### src/rtl/point_distance_matrix_core_assert.svh
// assertion macros for the distance matrix core
`ifndef POINT_DISTANCE_MATRIX_CORE_ASSERT_SVH
`define POINT_DISTANCE_MATRIX_CORE_ASSERT_SVH
`ifndef SYNTHESIS
`define PDMC_ASSERT_NOW(lbl, ante, cons) \
  lbl: assert property (@(posedge clk) disable iff (!rst_n) (ante) |-> (cons)) \
    else $error("pdmc assertion failed");
`define PDMC_ASSERT_NEXT(lbl, ante, cons) \
  lbl: assert property (@(posedge clk) disable iff (!rst_n) (ante) |=> (cons)) \
    else $error("pdmc assertion failed");
`else
`define PDMC_ASSERT_NOW(lbl, ante, cons)
`define PDMC_ASSERT_NEXT(lbl, ante, cons)
`endif
`endif

### src/rtl/pdm_pkg.sv
`default_nettype none
package pdm_pkg;
  localparam int COORD_WIDTH    = 24;
  localparam int DIST_WIDTH     = 25;
  localparam int MAX_POINTS_DEF = 8;
  localparam int SLOT_W         = 3;
  localparam int PT_DEPTH       = 1 << SLOT_W;
  localparam int LEN_W          = 4;
  localparam int ADDR_W         = 2 * SLOT_W;
  localparam int STORE_DEPTH    = 1 << ADDR_W;
  localparam int MAG_W          = COORD_WIDTH + 1;
  localparam int SQ_W           = 2 * MAG_W;
  localparam int ACC_W          = SQ_W + 2;
  localparam int ROOT_STEPS     = (ACC_W + 1) / 2;
  localparam int OP_W           = 2 * ROOT_STEPS;
  localparam int ROOT_W         = ROOT_STEPS;
  localparam int REM_W          = ROOT_STEPS + 2;
  localparam int STEP_W         = $clog2(ROOT_STEPS + 1);
  localparam logic [DIST_WIDTH-1:0] DIST_MAX = {DIST_WIDTH{1'b1}};

  typedef enum logic [1:0] {
    MODE_LOAD_FIRST  = 2'd0,
    MODE_LOAD_SECOND = 2'd1,
    MODE_QUERY       = 2'd2,
    MODE_DUMP        = 2'd3
  } mode_t;

  typedef enum logic [1:0] {
    STAT_OK    = 2'd0,
    STAT_EMPTY = 2'd1,
    STAT_ROW   = 2'd2,
    STAT_COL   = 2'd3
  } status_t;

  typedef enum logic {
    REG_FIRST_LEN  = 1'b0,
    REG_SECOND_LEN = 1'b1
  } reg_idx_t;

  typedef enum logic [3:0] {
    ST_IDLE, ST_DIFF, ST_MULT, ST_ACC, ST_ROOT, ST_STORE, ST_DECIDE, ST_READ, ST_SEND,
    ST_ERR
  } back_state_t;

  typedef struct packed {
    mode_t                         mode;
    logic [SLOT_W-1:0]             point_slot;
    logic signed [COORD_WIDTH-1:0] coord_x;
    logic signed [COORD_WIDTH-1:0] coord_y;
    logic signed [COORD_WIDTH-1:0] coord_z;
    logic [SLOT_W-1:0]             row_index;
    logic [SLOT_W-1:0]             column_index;
  } pdm_in_t;

  typedef struct packed {
    logic [DIST_WIDTH-1:0] distance;
    status_t               status;
    logic [DIST_WIDTH-1:0] min_distance;
    logic [DIST_WIDTH-1:0] max_distance;
    logic                  last;
  } pdm_out_t;

  typedef struct packed {
    logic              dump;
    logic [SLOT_W-1:0] row;
    logic [SLOT_W-1:0] col;
  } pdm_cmd_t;

  typedef struct packed {
    logic signed [COORD_WIDTH-1:0] x;
    logic signed [COORD_WIDTH-1:0] y;
    logic signed [COORD_WIDTH-1:0] z;
  } pdm_point_t;

  typedef struct packed {
    pdm_point_t first;
    pdm_point_t second;
  } pdm_pair_t;

  typedef struct packed {
    logic     push;
    pdm_cmd_t cmd;
    logic     mark_stale;
  } pdm_front_ctl_t;
endpackage
`default_nettype wire

### src/rtl/pdm_ram.sv
`default_nettype none
module pdm_ram #(
  parameter int WIDTH = 8,
  parameter int DEPTH = 16
) (
  input  wire logic                     clk,
  input  wire logic                     we,
  input  wire logic [$clog2(DEPTH)-1:0] waddr,
  input  wire logic [WIDTH-1:0]         wdata,
  input  wire logic [$clog2(DEPTH)-1:0] raddr,
  output logic      [WIDTH-1:0]         rdata
);
  logic [WIDTH-1:0] mem_r [DEPTH];
  logic [WIDTH-1:0] rdata_r;

  always_ff @(posedge clk) begin
    if (we) begin
      mem_r[waddr] <= wdata;
    end
    rdata_r <= mem_r[raddr];
  end

  assign rdata = rdata_r;
endmodule
`default_nettype wire

### src/rtl/pdm_queue.sv
`default_nettype none
module pdm_queue import pdm_pkg::*; (
  input  wire logic     clk,
  input  wire logic     rst_n,
  input  wire logic     push,
  input  wire pdm_cmd_t push_cmd,
  input  wire logic     pop,
  output pdm_cmd_t      head,
  output logic          empty,
  output logic          full
);
  pdm_cmd_t   entry_r [2];
  logic       wr_ptr_r, wr_ptr_nxt;
  logic       rd_ptr_r, rd_ptr_nxt;
  logic [1:0] cnt_r, cnt_nxt;

  always_comb begin
    wr_ptr_nxt = wr_ptr_r;
    rd_ptr_nxt = rd_ptr_r;
    cnt_nxt    = cnt_r;
    if (push) begin
      wr_ptr_nxt = ~wr_ptr_r;
    end
    if (pop) begin
      rd_ptr_nxt = ~rd_ptr_r;
    end
    if (push && !pop) begin
      cnt_nxt = cnt_r + 2'd1;
    end else if (pop && !push) begin
      cnt_nxt = cnt_r - 2'd1;
    end
  end

  always_ff @(posedge clk) begin
    if (!rst_n) begin
      wr_ptr_r <= 1'b0;
      rd_ptr_r <= 1'b0;
      cnt_r    <= 2'd0;
    end else begin
      wr_ptr_r <= wr_ptr_nxt;
      rd_ptr_r <= rd_ptr_nxt;
      cnt_r    <= cnt_nxt;
    end
  end

  always_ff @(posedge clk) begin
    if (push) begin
      entry_r[wr_ptr_r] <= push_cmd;
    end
  end

  assign head  = entry_r[rd_ptr_r];
  assign empty = (cnt_r == 2'd0);
  assign full  = (cnt_r == 2'd2);
endmodule
`default_nettype wire

### src/rtl/pdm_front.sv
`default_nettype none
module pdm_front import pdm_pkg::*; #(
  parameter int MAX_POINTS = MAX_POINTS_DEF
) (
  input  wire logic              clk,
  input  wire logic              in_valid,
  output logic                   in_stall,
  input  wire pdm_in_t           in_data,
  input  wire logic              q_empty,
  input  wire logic              q_full,
  input  wire logic              back_busy,
  input  wire logic [SLOT_W-1:0] rd_first,
  input  wire logic [SLOT_W-1:0] rd_second,
  output pdm_pair_t              pair,
  output pdm_front_ctl_t         ctl
);
  pdm_point_t first_r  [PT_DEPTH];
  pdm_point_t second_r [PT_DEPTH];
  pdm_point_t pt;
  logic       is_load;
  logic       slot_ok;
  logic       accept;

  assign is_load = (in_data.mode == MODE_LOAD_FIRST) || (in_data.mode == MODE_LOAD_SECOND);
  assign slot_ok = ({1'b0, in_data.point_slot} < (SLOT_W+1)'(MAX_POINTS));
  assign in_stall = is_load ? (!q_empty || back_busy) : q_full;
  assign accept   = in_valid && !in_stall;

  assign pt.x = in_data.coord_x;
  assign pt.y = in_data.coord_y;
  assign pt.z = in_data.coord_z;

  always_ff @(posedge clk) begin
    if (accept && slot_ok) begin
      if (in_data.mode == MODE_LOAD_FIRST) begin
        first_r[in_data.point_slot] <= pt;
      end else if (in_data.mode == MODE_LOAD_SECOND) begin
        second_r[in_data.point_slot] <= pt;
      end
    end
  end

  assign pair.first  = first_r[rd_first];
  assign pair.second = second_r[rd_second];

  assign ctl.push       = accept && !is_load;
  assign ctl.cmd.dump   = (in_data.mode == MODE_DUMP);
  assign ctl.cmd.row    = in_data.row_index;
  assign ctl.cmd.col    = in_data.column_index;
  assign ctl.mark_stale = accept && is_load && slot_ok;
endmodule
`default_nettype wire

### src/rtl/pdm_back.sv
`default_nettype none
module pdm_back import pdm_pkg::*; #(
  parameter int MAX_POINTS = MAX_POINTS_DEF
) (
  input  wire logic              clk,
  input  wire logic              rst_n,
  input  wire logic              cfg_we,
  input  wire logic [0:0]        cfg_index,
  input  wire logic [LEN_W-1:0]  cfg_data,
  input  wire logic              mark_stale,
  input  wire logic              q_empty,
  input  wire pdm_cmd_t          q_head,
  output logic                   q_pop,
  output logic [SLOT_W-1:0]      rd_first,
  output logic [SLOT_W-1:0]      rd_second,
  input  wire pdm_pair_t         pair,
  output logic                   busy,
  output logic                   out_valid,
  input  wire logic              out_stall,
  output pdm_out_t               out_data
);
  back_state_t state_r, state_nxt;
  logic [LEN_W-1:0]      len1_r, len1_nxt, len2_r, len2_nxt;
  logic                  stale_r, stale_nxt;
  logic [DIST_WIDTH-1:0] min_r, min_nxt, max_r, max_nxt;
  pdm_cmd_t              cmd_r, cmd_nxt;
  logic [SLOT_W-1:0]     i_r, i_nxt, j_r, j_nxt;
  logic [1:0]            ax_r, ax_nxt;
  logic [MAG_W-1:0]      mag_r, mag_nxt;
  logic [SQ_W-1:0]       sq_r, sq_nxt;
  logic [ACC_W-1:0]      acc_r, acc_nxt;
  logic                  clamp_r, clamp_nxt;
  logic [OP_W-1:0]       op_r, op_nxt;
  logic [REM_W-1:0]      rem_r, rem_nxt;
  logic [ROOT_W-1:0]     root_r, root_nxt;
  logic [STEP_W-1:0]     step_r, step_nxt;
  status_t               err_r, err_nxt;
  logic                  out_valid_r, out_valid_nxt;
  pdm_out_t              out_r, out_nxt;

  logic [LEN_W-1:0]      cfg_len;
  logic signed [MAG_W-1:0] ca, cb, diff;
  logic [MAG_W-1:0]      mag_abs;
  logic [REM_W-1:0]      rem_sh, trial;
  logic [DIST_WIDTH-1:0] dist_val;
  logic                  ram_we;
  logic [ADDR_W-1:0]     raddr;
  logic [DIST_WIDTH-1:0] rdata;
  logic                  out_free;
  logic                  end_i, end_j, lists_empty;

  pdm_ram #(.WIDTH(DIST_WIDTH), .DEPTH(STORE_DEPTH)) u_dist_ram (
    .clk   (clk),
    .we    (ram_we),
    .waddr ({i_r, j_r}),
    .wdata (dist_val),
    .raddr (raddr),
    .rdata (rdata)
  );

  assign cfg_len = (cfg_data > LEN_W'(MAX_POINTS)) ? LEN_W'(MAX_POINTS) : cfg_data;
  assign rd_first  = i_r;
  assign rd_second = j_r;
  assign raddr     = cmd_r.dump ? {i_r, j_r} : {cmd_r.row, cmd_r.col};
  assign out_free  = !out_valid_r || !out_stall;
  assign end_i     = ({1'b0, i_r} + 1'b1 == len1_r);
  assign end_j     = ({1'b0, j_r} + 1'b1 == len2_r);
  assign lists_empty = (len1_r == '0) || (len2_r == '0);

  always_comb begin
    case (ax_r)
      2'd0: begin
        ca = {pair.first.x[COORD_WIDTH-1], pair.first.x};
        cb = {pair.second.x[COORD_WIDTH-1], pair.second.x};
      end
      2'd1: begin
        ca = {pair.first.y[COORD_WIDTH-1], pair.first.y};
        cb = {pair.second.y[COORD_WIDTH-1], pair.second.y};
      end
      default: begin
        ca = {pair.first.z[COORD_WIDTH-1], pair.first.z};
        cb = {pair.second.z[COORD_WIDTH-1], pair.second.z};
      end
    endcase
    diff    = ca - cb;
    mag_abs = diff[MAG_W-1] ? MAG_W'(-diff) : MAG_W'(diff);
    rem_sh  = {rem_r[REM_W-3:0], op_r[OP_W-1 -: 2]};
    trial   = {root_r, 2'b01};
    if (clamp_r || (root_r > ROOT_W'(DIST_MAX))) begin
      dist_val = DIST_MAX;
    end else begin
      dist_val = root_r[DIST_WIDTH-1:0];
    end
  end

  always_comb begin
    state_nxt     = state_r;
    len1_nxt      = len1_r;
    len2_nxt      = len2_r;
    stale_nxt     = stale_r;
    min_nxt       = min_r;
    max_nxt       = max_r;
    cmd_nxt       = cmd_r;
    i_nxt         = i_r;
    j_nxt         = j_r;
    ax_nxt        = ax_r;
    mag_nxt       = mag_r;
    sq_nxt        = sq_r;
    acc_nxt       = acc_r;
    clamp_nxt     = clamp_r;
    op_nxt        = op_r;
    rem_nxt       = rem_r;
    root_nxt      = root_r;
    step_nxt      = step_r;
    err_nxt       = err_r;
    out_valid_nxt = out_valid_r && out_stall;
    out_nxt       = out_r;
    q_pop         = 1'b0;
    ram_we        = 1'b0;

    if (cfg_we) begin
      stale_nxt = 1'b1;
      if (cfg_index == REG_FIRST_LEN) begin
        len1_nxt = cfg_len;
      end else begin
        len2_nxt = cfg_len;
      end
    end
    if (mark_stale) begin
      stale_nxt = 1'b1;
    end

    case (state_r)
      ST_IDLE: begin
        if (!q_empty) begin
          q_pop   = 1'b1;
          cmd_nxt = q_head;
          if (stale_r) begin
            stale_nxt = 1'b0;
            min_nxt   = DIST_MAX;
            max_nxt   = '0;
            i_nxt     = '0;
            j_nxt     = '0;
            ax_nxt    = '0;
            acc_nxt   = '0;
            clamp_nxt = 1'b0;
            state_nxt = lists_empty ? ST_DECIDE : ST_DIFF;
          end else begin
            state_nxt = ST_DECIDE;
          end
        end
      end
      ST_DIFF: begin
        mag_nxt   = mag_abs;
        clamp_nxt = clamp_r || (mag_abs > MAG_W'(DIST_MAX));
        state_nxt = ST_MULT;
      end
      ST_MULT: begin
        sq_nxt    = mag_r * mag_r;
        state_nxt = ST_ACC;
      end
      ST_ACC: begin
        acc_nxt = acc_r + ACC_W'(sq_r);
        if (ax_r == 2'd2) begin
          ax_nxt    = '0;
          op_nxt    = OP_W'(acc_r + ACC_W'(sq_r));
          rem_nxt   = '0;
          root_nxt  = '0;
          step_nxt  = '0;
          state_nxt = ST_ROOT;
        end else begin
          ax_nxt    = ax_r + 2'd1;
          state_nxt = ST_DIFF;
        end
      end
      ST_ROOT: begin
        op_nxt = {op_r[OP_W-3:0], 2'b00};
        if (rem_sh >= trial) begin
          rem_nxt  = rem_sh - trial;
          root_nxt = {root_r[ROOT_W-2:0], 1'b1};
        end else begin
          rem_nxt  = rem_sh;
          root_nxt = {root_r[ROOT_W-2:0], 1'b0};
        end
        step_nxt = step_r + 1'b1;
        if (step_r == STEP_W'(ROOT_STEPS - 1)) begin
          state_nxt = ST_STORE;
        end
      end
      ST_STORE: begin
        ram_we = 1'b1;
        if (dist_val > max_r) begin
          max_nxt = dist_val;
        end
        if (dist_val < min_r) begin
          min_nxt = dist_val;
        end
        acc_nxt   = '0;
        clamp_nxt = 1'b0;
        state_nxt = ST_DIFF;
        if (end_j) begin
          j_nxt = '0;
          if (end_i) begin
            i_nxt     = '0;
            state_nxt = ST_DECIDE;
          end else begin
            i_nxt = i_r + 1'b1;
          end
        end else begin
          j_nxt = j_r + 1'b1;
        end
      end
      ST_DECIDE: begin
        i_nxt = '0;
        j_nxt = '0;
        if (lists_empty) begin
          err_nxt   = STAT_EMPTY;
          state_nxt = ST_ERR;
        end else if (!cmd_r.dump && ({1'b0, cmd_r.row} >= len1_r)) begin
          err_nxt   = STAT_ROW;
          state_nxt = ST_ERR;
        end else if (!cmd_r.dump && ({1'b0, cmd_r.col} >= len2_r)) begin
          err_nxt   = STAT_COL;
          state_nxt = ST_ERR;
        end else begin
          state_nxt = ST_READ;
        end
      end
      ST_READ: begin
        state_nxt = ST_SEND;
      end
      ST_SEND: begin
        if (out_free) begin
          out_valid_nxt        = 1'b1;
          out_nxt.distance     = rdata;
          out_nxt.status       = STAT_OK;
          out_nxt.min_distance = min_r;
          out_nxt.max_distance = max_r;
          out_nxt.last         = !cmd_r.dump || (end_i && end_j);
          if (!cmd_r.dump || (end_i && end_j)) begin
            state_nxt = ST_IDLE;
          end else begin
            state_nxt = ST_READ;
            if (end_j) begin
              j_nxt = '0;
              i_nxt = i_r + 1'b1;
            end else begin
              j_nxt = j_r + 1'b1;
            end
          end
        end
      end
      ST_ERR: begin
        if (out_free) begin
          out_valid_nxt        = 1'b1;
          out_nxt.distance     = '0;
          out_nxt.status       = err_r;
          out_nxt.min_distance = min_r;
          out_nxt.max_distance = max_r;
          out_nxt.last         = 1'b1;
          state_nxt            = ST_IDLE;
        end
      end
      default: begin
        state_nxt = ST_IDLE;
      end
    endcase
  end

  always_ff @(posedge clk) begin
    if (!rst_n) begin
      state_r     <= ST_IDLE;
      len1_r      <= '0;
      len2_r      <= '0;
      stale_r     <= 1'b1;
      min_r       <= DIST_MAX;
      max_r       <= '0;
      i_r         <= '0;
      j_r         <= '0;
      ax_r        <= '0;
      step_r      <= '0;
      out_valid_r <= 1'b0;
    end else begin
      state_r     <= state_nxt;
      len1_r      <= len1_nxt;
      len2_r      <= len2_nxt;
      stale_r     <= stale_nxt;
      min_r       <= min_nxt;
      max_r       <= max_nxt;
      i_r         <= i_nxt;
      j_r         <= j_nxt;
      ax_r        <= ax_nxt;
      step_r      <= step_nxt;
      out_valid_r <= out_valid_nxt;
    end
  end

  always_ff @(posedge clk) begin
    cmd_r   <= cmd_nxt;
    mag_r   <= mag_nxt;
    sq_r    <= sq_nxt;
    acc_r   <= acc_nxt;
    clamp_r <= clamp_nxt;
    op_r    <= op_nxt;
    rem_r   <= rem_nxt;
    root_r  <= root_nxt;
    err_r   <= err_nxt;
    out_r   <= out_nxt;
  end

  assign busy      = (state_r != ST_IDLE);
  assign out_valid = out_valid_r;
  assign out_data  = out_r;
endmodule
`default_nettype wire

### src/rtl/point_distance_matrix_core.sv
// channel  direction  handshake             beat
// in_      input      in_valid / in_stall   pdm_in_t: load point, query or dump
// out_     output     out_valid / out_stall pdm_out_t: one distance with min, max, last
// cfg_     input      cfg_we                list length write, index 0 or 1
//
// a recompute of a stale matrix runs, per pair, three subtract, square and add passes
// (ST_DIFF, ST_MULT, ST_ACC), the one-bit-per-cycle root (ST_ROOT) and one store
// after any recompute, a query passes ST_DECIDE, ST_READ and ST_SEND; a dump alternates
// ST_READ and ST_SEND per beat, bound by the registered read of the distance ram
// reset is synchronous; point and distance stores hold no reset value
// a load waits while any query or dump is queued or in work; the queue holds two
`default_nettype none
`include "point_distance_matrix_core_assert.svh"
module point_distance_matrix_core import pdm_pkg::*; #(
  parameter int MAX_POINTS = MAX_POINTS_DEF
) (
  input  wire logic             clk,
  input  wire logic             rst_n,
  input  wire logic             in_valid,
  output logic                  in_stall,
  input  wire pdm_in_t          in_data,
  output logic                  out_valid,
  input  wire logic             out_stall,
  output pdm_out_t              out_data,
  input  wire logic             cfg_we,
  input  wire logic [0:0]       cfg_index,
  input  wire logic [LEN_W-1:0] cfg_data
);
  pdm_front_ctl_t    ctl;
  pdm_pair_t         pair;
  pdm_cmd_t          q_head;
  logic              q_empty, q_full, q_pop;
  logic              back_busy;
  logic [SLOT_W-1:0] rd_first, rd_second;

  pdm_front #(.MAX_POINTS(MAX_POINTS)) u_front (
    .clk       (clk),
    .in_valid  (in_valid),
    .in_stall  (in_stall),
    .in_data   (in_data),
    .q_empty   (q_empty),
    .q_full    (q_full),
    .back_busy (back_busy),
    .rd_first  (rd_first),
    .rd_second (rd_second),
    .pair      (pair),
    .ctl       (ctl)
  );

  pdm_queue u_queue (
    .clk      (clk),
    .rst_n    (rst_n),
    .push     (ctl.push),
    .push_cmd (ctl.cmd),
    .pop      (q_pop),
    .head     (q_head),
    .empty    (q_empty),
    .full     (q_full)
  );

  pdm_back #(.MAX_POINTS(MAX_POINTS)) u_back (
    .clk        (clk),
    .rst_n      (rst_n),
    .cfg_we     (cfg_we),
    .cfg_index  (cfg_index),
    .cfg_data   (cfg_data),
    .mark_stale (ctl.mark_stale),
    .q_empty    (q_empty),
    .q_head     (q_head),
    .q_pop      (q_pop),
    .rd_first   (rd_first),
    .rd_second  (rd_second),
    .pair       (pair),
    .busy       (back_busy),
    .out_valid  (out_valid),
    .out_stall  (out_stall),
    .out_data   (out_data)
  );

  `PDMC_ASSERT_NOW(a_load_when_idle, ctl.mark_stale, q_empty && !back_busy)
  `PDMC_ASSERT_NOW(a_error_is_last, out_valid && (out_data.status != STAT_OK), out_data.last)
  `PDMC_ASSERT_NEXT(a_pop_starts_work, q_pop, back_busy)
endmodule
`default_nettype wire

### config.mk
export PLATFORM = sky130hd
export DESIGN_NAME = point_distance_matrix_core
export DESIGN_NICKNAME = d
export VERILOG_FILES = /design/src/rtl/pdm_pkg.sv /design/src/rtl/pdm_ram.sv /design/src/rtl/pdm_queue.sv /design/src/rtl/pdm_front.sv /design/src/rtl/pdm_back.sv /design/src/rtl/point_distance_matrix_core.sv
export VERILOG_INCLUDE_DIRS = /design/src /design/src/rtl
export SDC_FILE = /design/constraint.sdc
export NUM_CORES = 2
export LEC_CHECK = 0
export ABC_AREA = 1
export ABC_CLOCK_PERIOD_IN_PS = 9000
export BUFFER_PORTS_ARGS = -buffer_cell sky130_fd_sc_hd__buf_4
export CELL_PAD_IN_SITES_DETAIL_PLACEMENT = 1
export CELL_PAD_IN_SITES_GLOBAL_PLACEMENT = 2
export CORE_MARGIN = 2
export CORE_UTILIZATION = 44
export DETAILED_ROUTE_END_ITERATION = 8
export GPL_TIMING_DRIVEN = 0
export PLACE_DENSITY = 0.82
export SYNTH_ARGS = -nofsm -noshare
export SYNTH_HDL_FRONTEND = slang
export SYNTH_SLANG_ARGS = --single-unit
### constraint.sdc
create_clock -name clk -period 9 [get_ports clk]
set_input_delay 0.9 -clock clk [delete_from_list [all_inputs] [get_ports clk]]
set_output_delay 0.9 -clock clk [all_outputs]
set_load 0.05 [all_outputs]
==> results.yml <==
run_status:
  status: "complete, but fails checks"
  violations: "max-capacitance violations, max-slew violations"
clock_tree:
  cts_buffers: 349
  clk_path_buf_depth: 4
  cts_setup_buffers: 0
  clkLatencyLatePin_ns: 1.00
  cts_resized: 0
  cts_root_buf: "clkbuf_16"
  clk_pin_slew_ns: 0.06
  cts_hold_buffers: 0
  cts_sinks: 3196
  h-tree-depth: 5
  cts_tree: "yes"
timing:
  tns_ns: 0
  setup_violations: 0
  period_share_pct: 93.3
  timing.fmax_ghz: 0.119
  period_needed_ns: 8.40
  hold_viol_final: 0
  tightest_slew_ns: 1.61
  finalMaxSlewViolations: 13
  rsz0062_at_grt: "false"
  relSlewSlack_pct: -8.34
  finClkSkew_ns: 0.0946
logic_synthesis:
  synth_top_area_share_pct: 61.8
  yosys_warnings: 0
  synthDistinctLibCells: 63
  synth_nets: 13600
  ys_ff_latch: 3196
  synth_area_mm2: 0.150
  ys.flop_type: "edfxtp_1"
  synth_top_cell_by_area: "edfxtp_1"
  syn_inst: 12700
  async_reset_ff_share_pct: 0
  synth_area_leaders: "edfxtp_1 62%, fa_1 6.2%, nand2_1 4.3%, nor2_1 3.4%, o21ai_0 3.2%"
  synth_edf_count: 3084
  yosysSeqAreaShare_pct: 63.3
  syn_area_per_cell_um2: 11.8
routing:
  first_pass_iters: 8
  wl_per_cell_um: 31.3
  vias: 111000
  ant_nets: 0
  drt-initial-drc-count: 14100
  wl_um: 569000
  drc: 0
  vias_per_cell: 6.11
grt:
  grt.busiest_layer: "met2"
  track_usage_pct: 32.1
  antenna_found_initial: 49
  grt.overflow.total: 0
  grt_max_degree: 68
  grt_pass1_vias: 115000
  met1_usage_pct: 42.4
  use_met3_pct: 6.96
  met2_usage_pct: 50.7
  grt_pass1_wl_um: 807000
hold_path:
  worstHoldPathType: "in -> reg"
die:
  rows: 214
  die_h_um: 588
  io_pins: 173
  initial_utilization_pct: 44.1
  die_area_mm2: 0.345
  die_width_um: 588
  fp.coreArea_mm2: 0.340
final_layout:
  nNetsFinal: 14300
  final_cells: 18200
  design_area_mm2: 0.172
  drive_above_1_share_pct: 8.72
  area_delta_synth_final_pct: 14.8
  nFillCells: 35400
critical_path:
  endpoint_kind: "register"
  cp_data_required_time_ns: 9.68
  critPathArrivalTime_ns: 9.08
  path_max_fanout: 10
  cp-start-kind: "register"
  path_class: "reg -> reg"
job:
  cap_violations: 3
placement:
  post-place-cells: 17500
  place_congestion: 0.938
  hpwl_um: 404000
  place_area_mm2: 0.161
  port_buffers: 172
## sequential cells by signal (all words and copies together) (netlist names), 26 cells and up, named ones only
name and flops:
u_back.out_data 78, u_back.acc_r 52, u_front.second_r 576, u_back.root_r 26
u_back.rem_r 26, u_front.first_r 576, u_back.sq_r 49, u_back.op_r 52
u_back.u_dist_ram.mem_r 1600
## metrics by stage
step	utilization, %	hold slack [ns]	setup WS, ns
after floorplan	-	0.424	2.51
after global placement	46.2	0.449	-0.511
after detailed placement	47.4	0.451	0.609
final	50.7	0.226	0.600
after CTS	50.7	0.180	0.540
after global routing	50.7	0.233	0.312
## cell families (layout without fill, tap and decap cells)
kind of cell	Yosys count	in the layout	synth area share [%]
xor+xnor	137	137	0.801
flops	3196	3196	63.3
compound gates	2944	2944	11.9
fa+ha+maj	820	820	9.19
buf+inv	1998	2950	5.24
other cells	0	19	0
simple gates	3595	3595	9.58
## layout make-up
cell class                      count  area, µm²  area share [%]
Clock inverter                    202       1930            1.12
Antenna cell                       19       47.5          0.0276
Tap cell                         4536       5680            3.30
Sequential cell                  3196      94900            55.1
Inverter                         1287       4840            2.81
Buffer                            711       3020            1.75
Clock buffer                      428       9180            5.33
Timing Repair Buffer              322       4450            2.59
Multi-Input combinational cell   7496      48100            27.9
## layer usage
metal	up-vias	part of all wire, %
li1	46500	-
met1	57000	39
met2	6235	46
met3	1394	11
met4	28	5.4
met5	-	0.038
## Yosys cell counts, types with 18 or more instances
cell	instances
o21bai_1	21
a22oi_1	31
buf_2	183
a311oi_1	26
o211ai_1	234
or3_1	24
nor2_1	1340
a21oi_1	799
nor3_1	77
xnor2_1	52
nand4_1	41
a221o_1	24
o311ai_0	18
ha_1	353
a31oi_1	29
nand3_1	360
o221ai_1	209
fa_1	467
o22ai_1	206
nand2_1	1706
o21ai_1	107
o21ai_0	951
clkbuf_1	444
xor2_1	85
dfxtp_1	112
inv_1	1267
o31ai_1	19
a221oi_1	191
buf_1	62
edfxtp_1	3084
## cell usage in the layout, fill, tap and decap left out, types with 85 or more instances in the layout
cell type | netlist | routed
o211ai_1 | 234 | 234
o21ai_1 | 107 | 107
buf_4 | 9 | 189
nor2_1 | 1340 | 1257
o21ai_0 | 951 | 951
clkbuf_1 | 444 | 513
edfxtp_1 | 3084 | 3084
o22ai_1 | 206 | 206
dfxtp_1 | 112 | 112
inv_1 | 1267 | 1267
a21oi_1 | 799 | 799
buf_2 | 183 | 186
buf_12 | 0 | 99
xor2_1 | 85 | 85
nand2_1 | 1706 | 1679
fa_1 | 467 | 467
nand3_1 | 360 | 360
a221oi_1 | 191 | 191
o221ai_1 | 209 | 209
ha_1 | 353 | 353
clkbuf_16 | 0 | 353
## worst max-delay path, stage by stage, from the launching register on
cell      delay [ns]
edfxtp_1        0.33
clkbuf_1        0.78
clkbuf_1        0.79
nand2_1         0.25
fa_1            0.51
fa_1            0.60
inv_1           0.08
fa_1            0.54
inv_1           0.06
fa_1            0.51
inv_1           0.06
fa_1            0.49
fa_1            0.53
inv_1           0.05
fa_1            0.54
inv_1           0.07
ha_1            0.38
a21o_1          0.21
a21oi_1         0.23
o21ai_0         0.15
a21oi_1         0.15
nand3_1         0.21
a21o_1          0.26
nand2_1         0.07
inv_1           0.05
o21ai_0         0.13
nand2_1         0.06
## final timing paths
check	start	endpoint	slack, ns	cells after the start
hold / removal	in_data[46]	u_front.second_r[7][40]$_DFFE_PP_	0.23	1
hold reg to reg	u_back.max_r[6]$_SDFFE_PN0P_	u_back.out_data[7]$_DFFE_PP_	0.47	0
setup / recovery	u_back.mag_r[4]$_DFFE_PN_	u_back.sq_r[48]$_DFFE_PP_	0.60	26
setup reg to reg	u_back.mag_r[4]$_DFFE_PN_	u_back.sq_r[48]$_DFFE_PP_	0.60	26
Power is not shown: default switching activity piles up to over one toggle a cycle in this logic, so the estimate is an artifact.
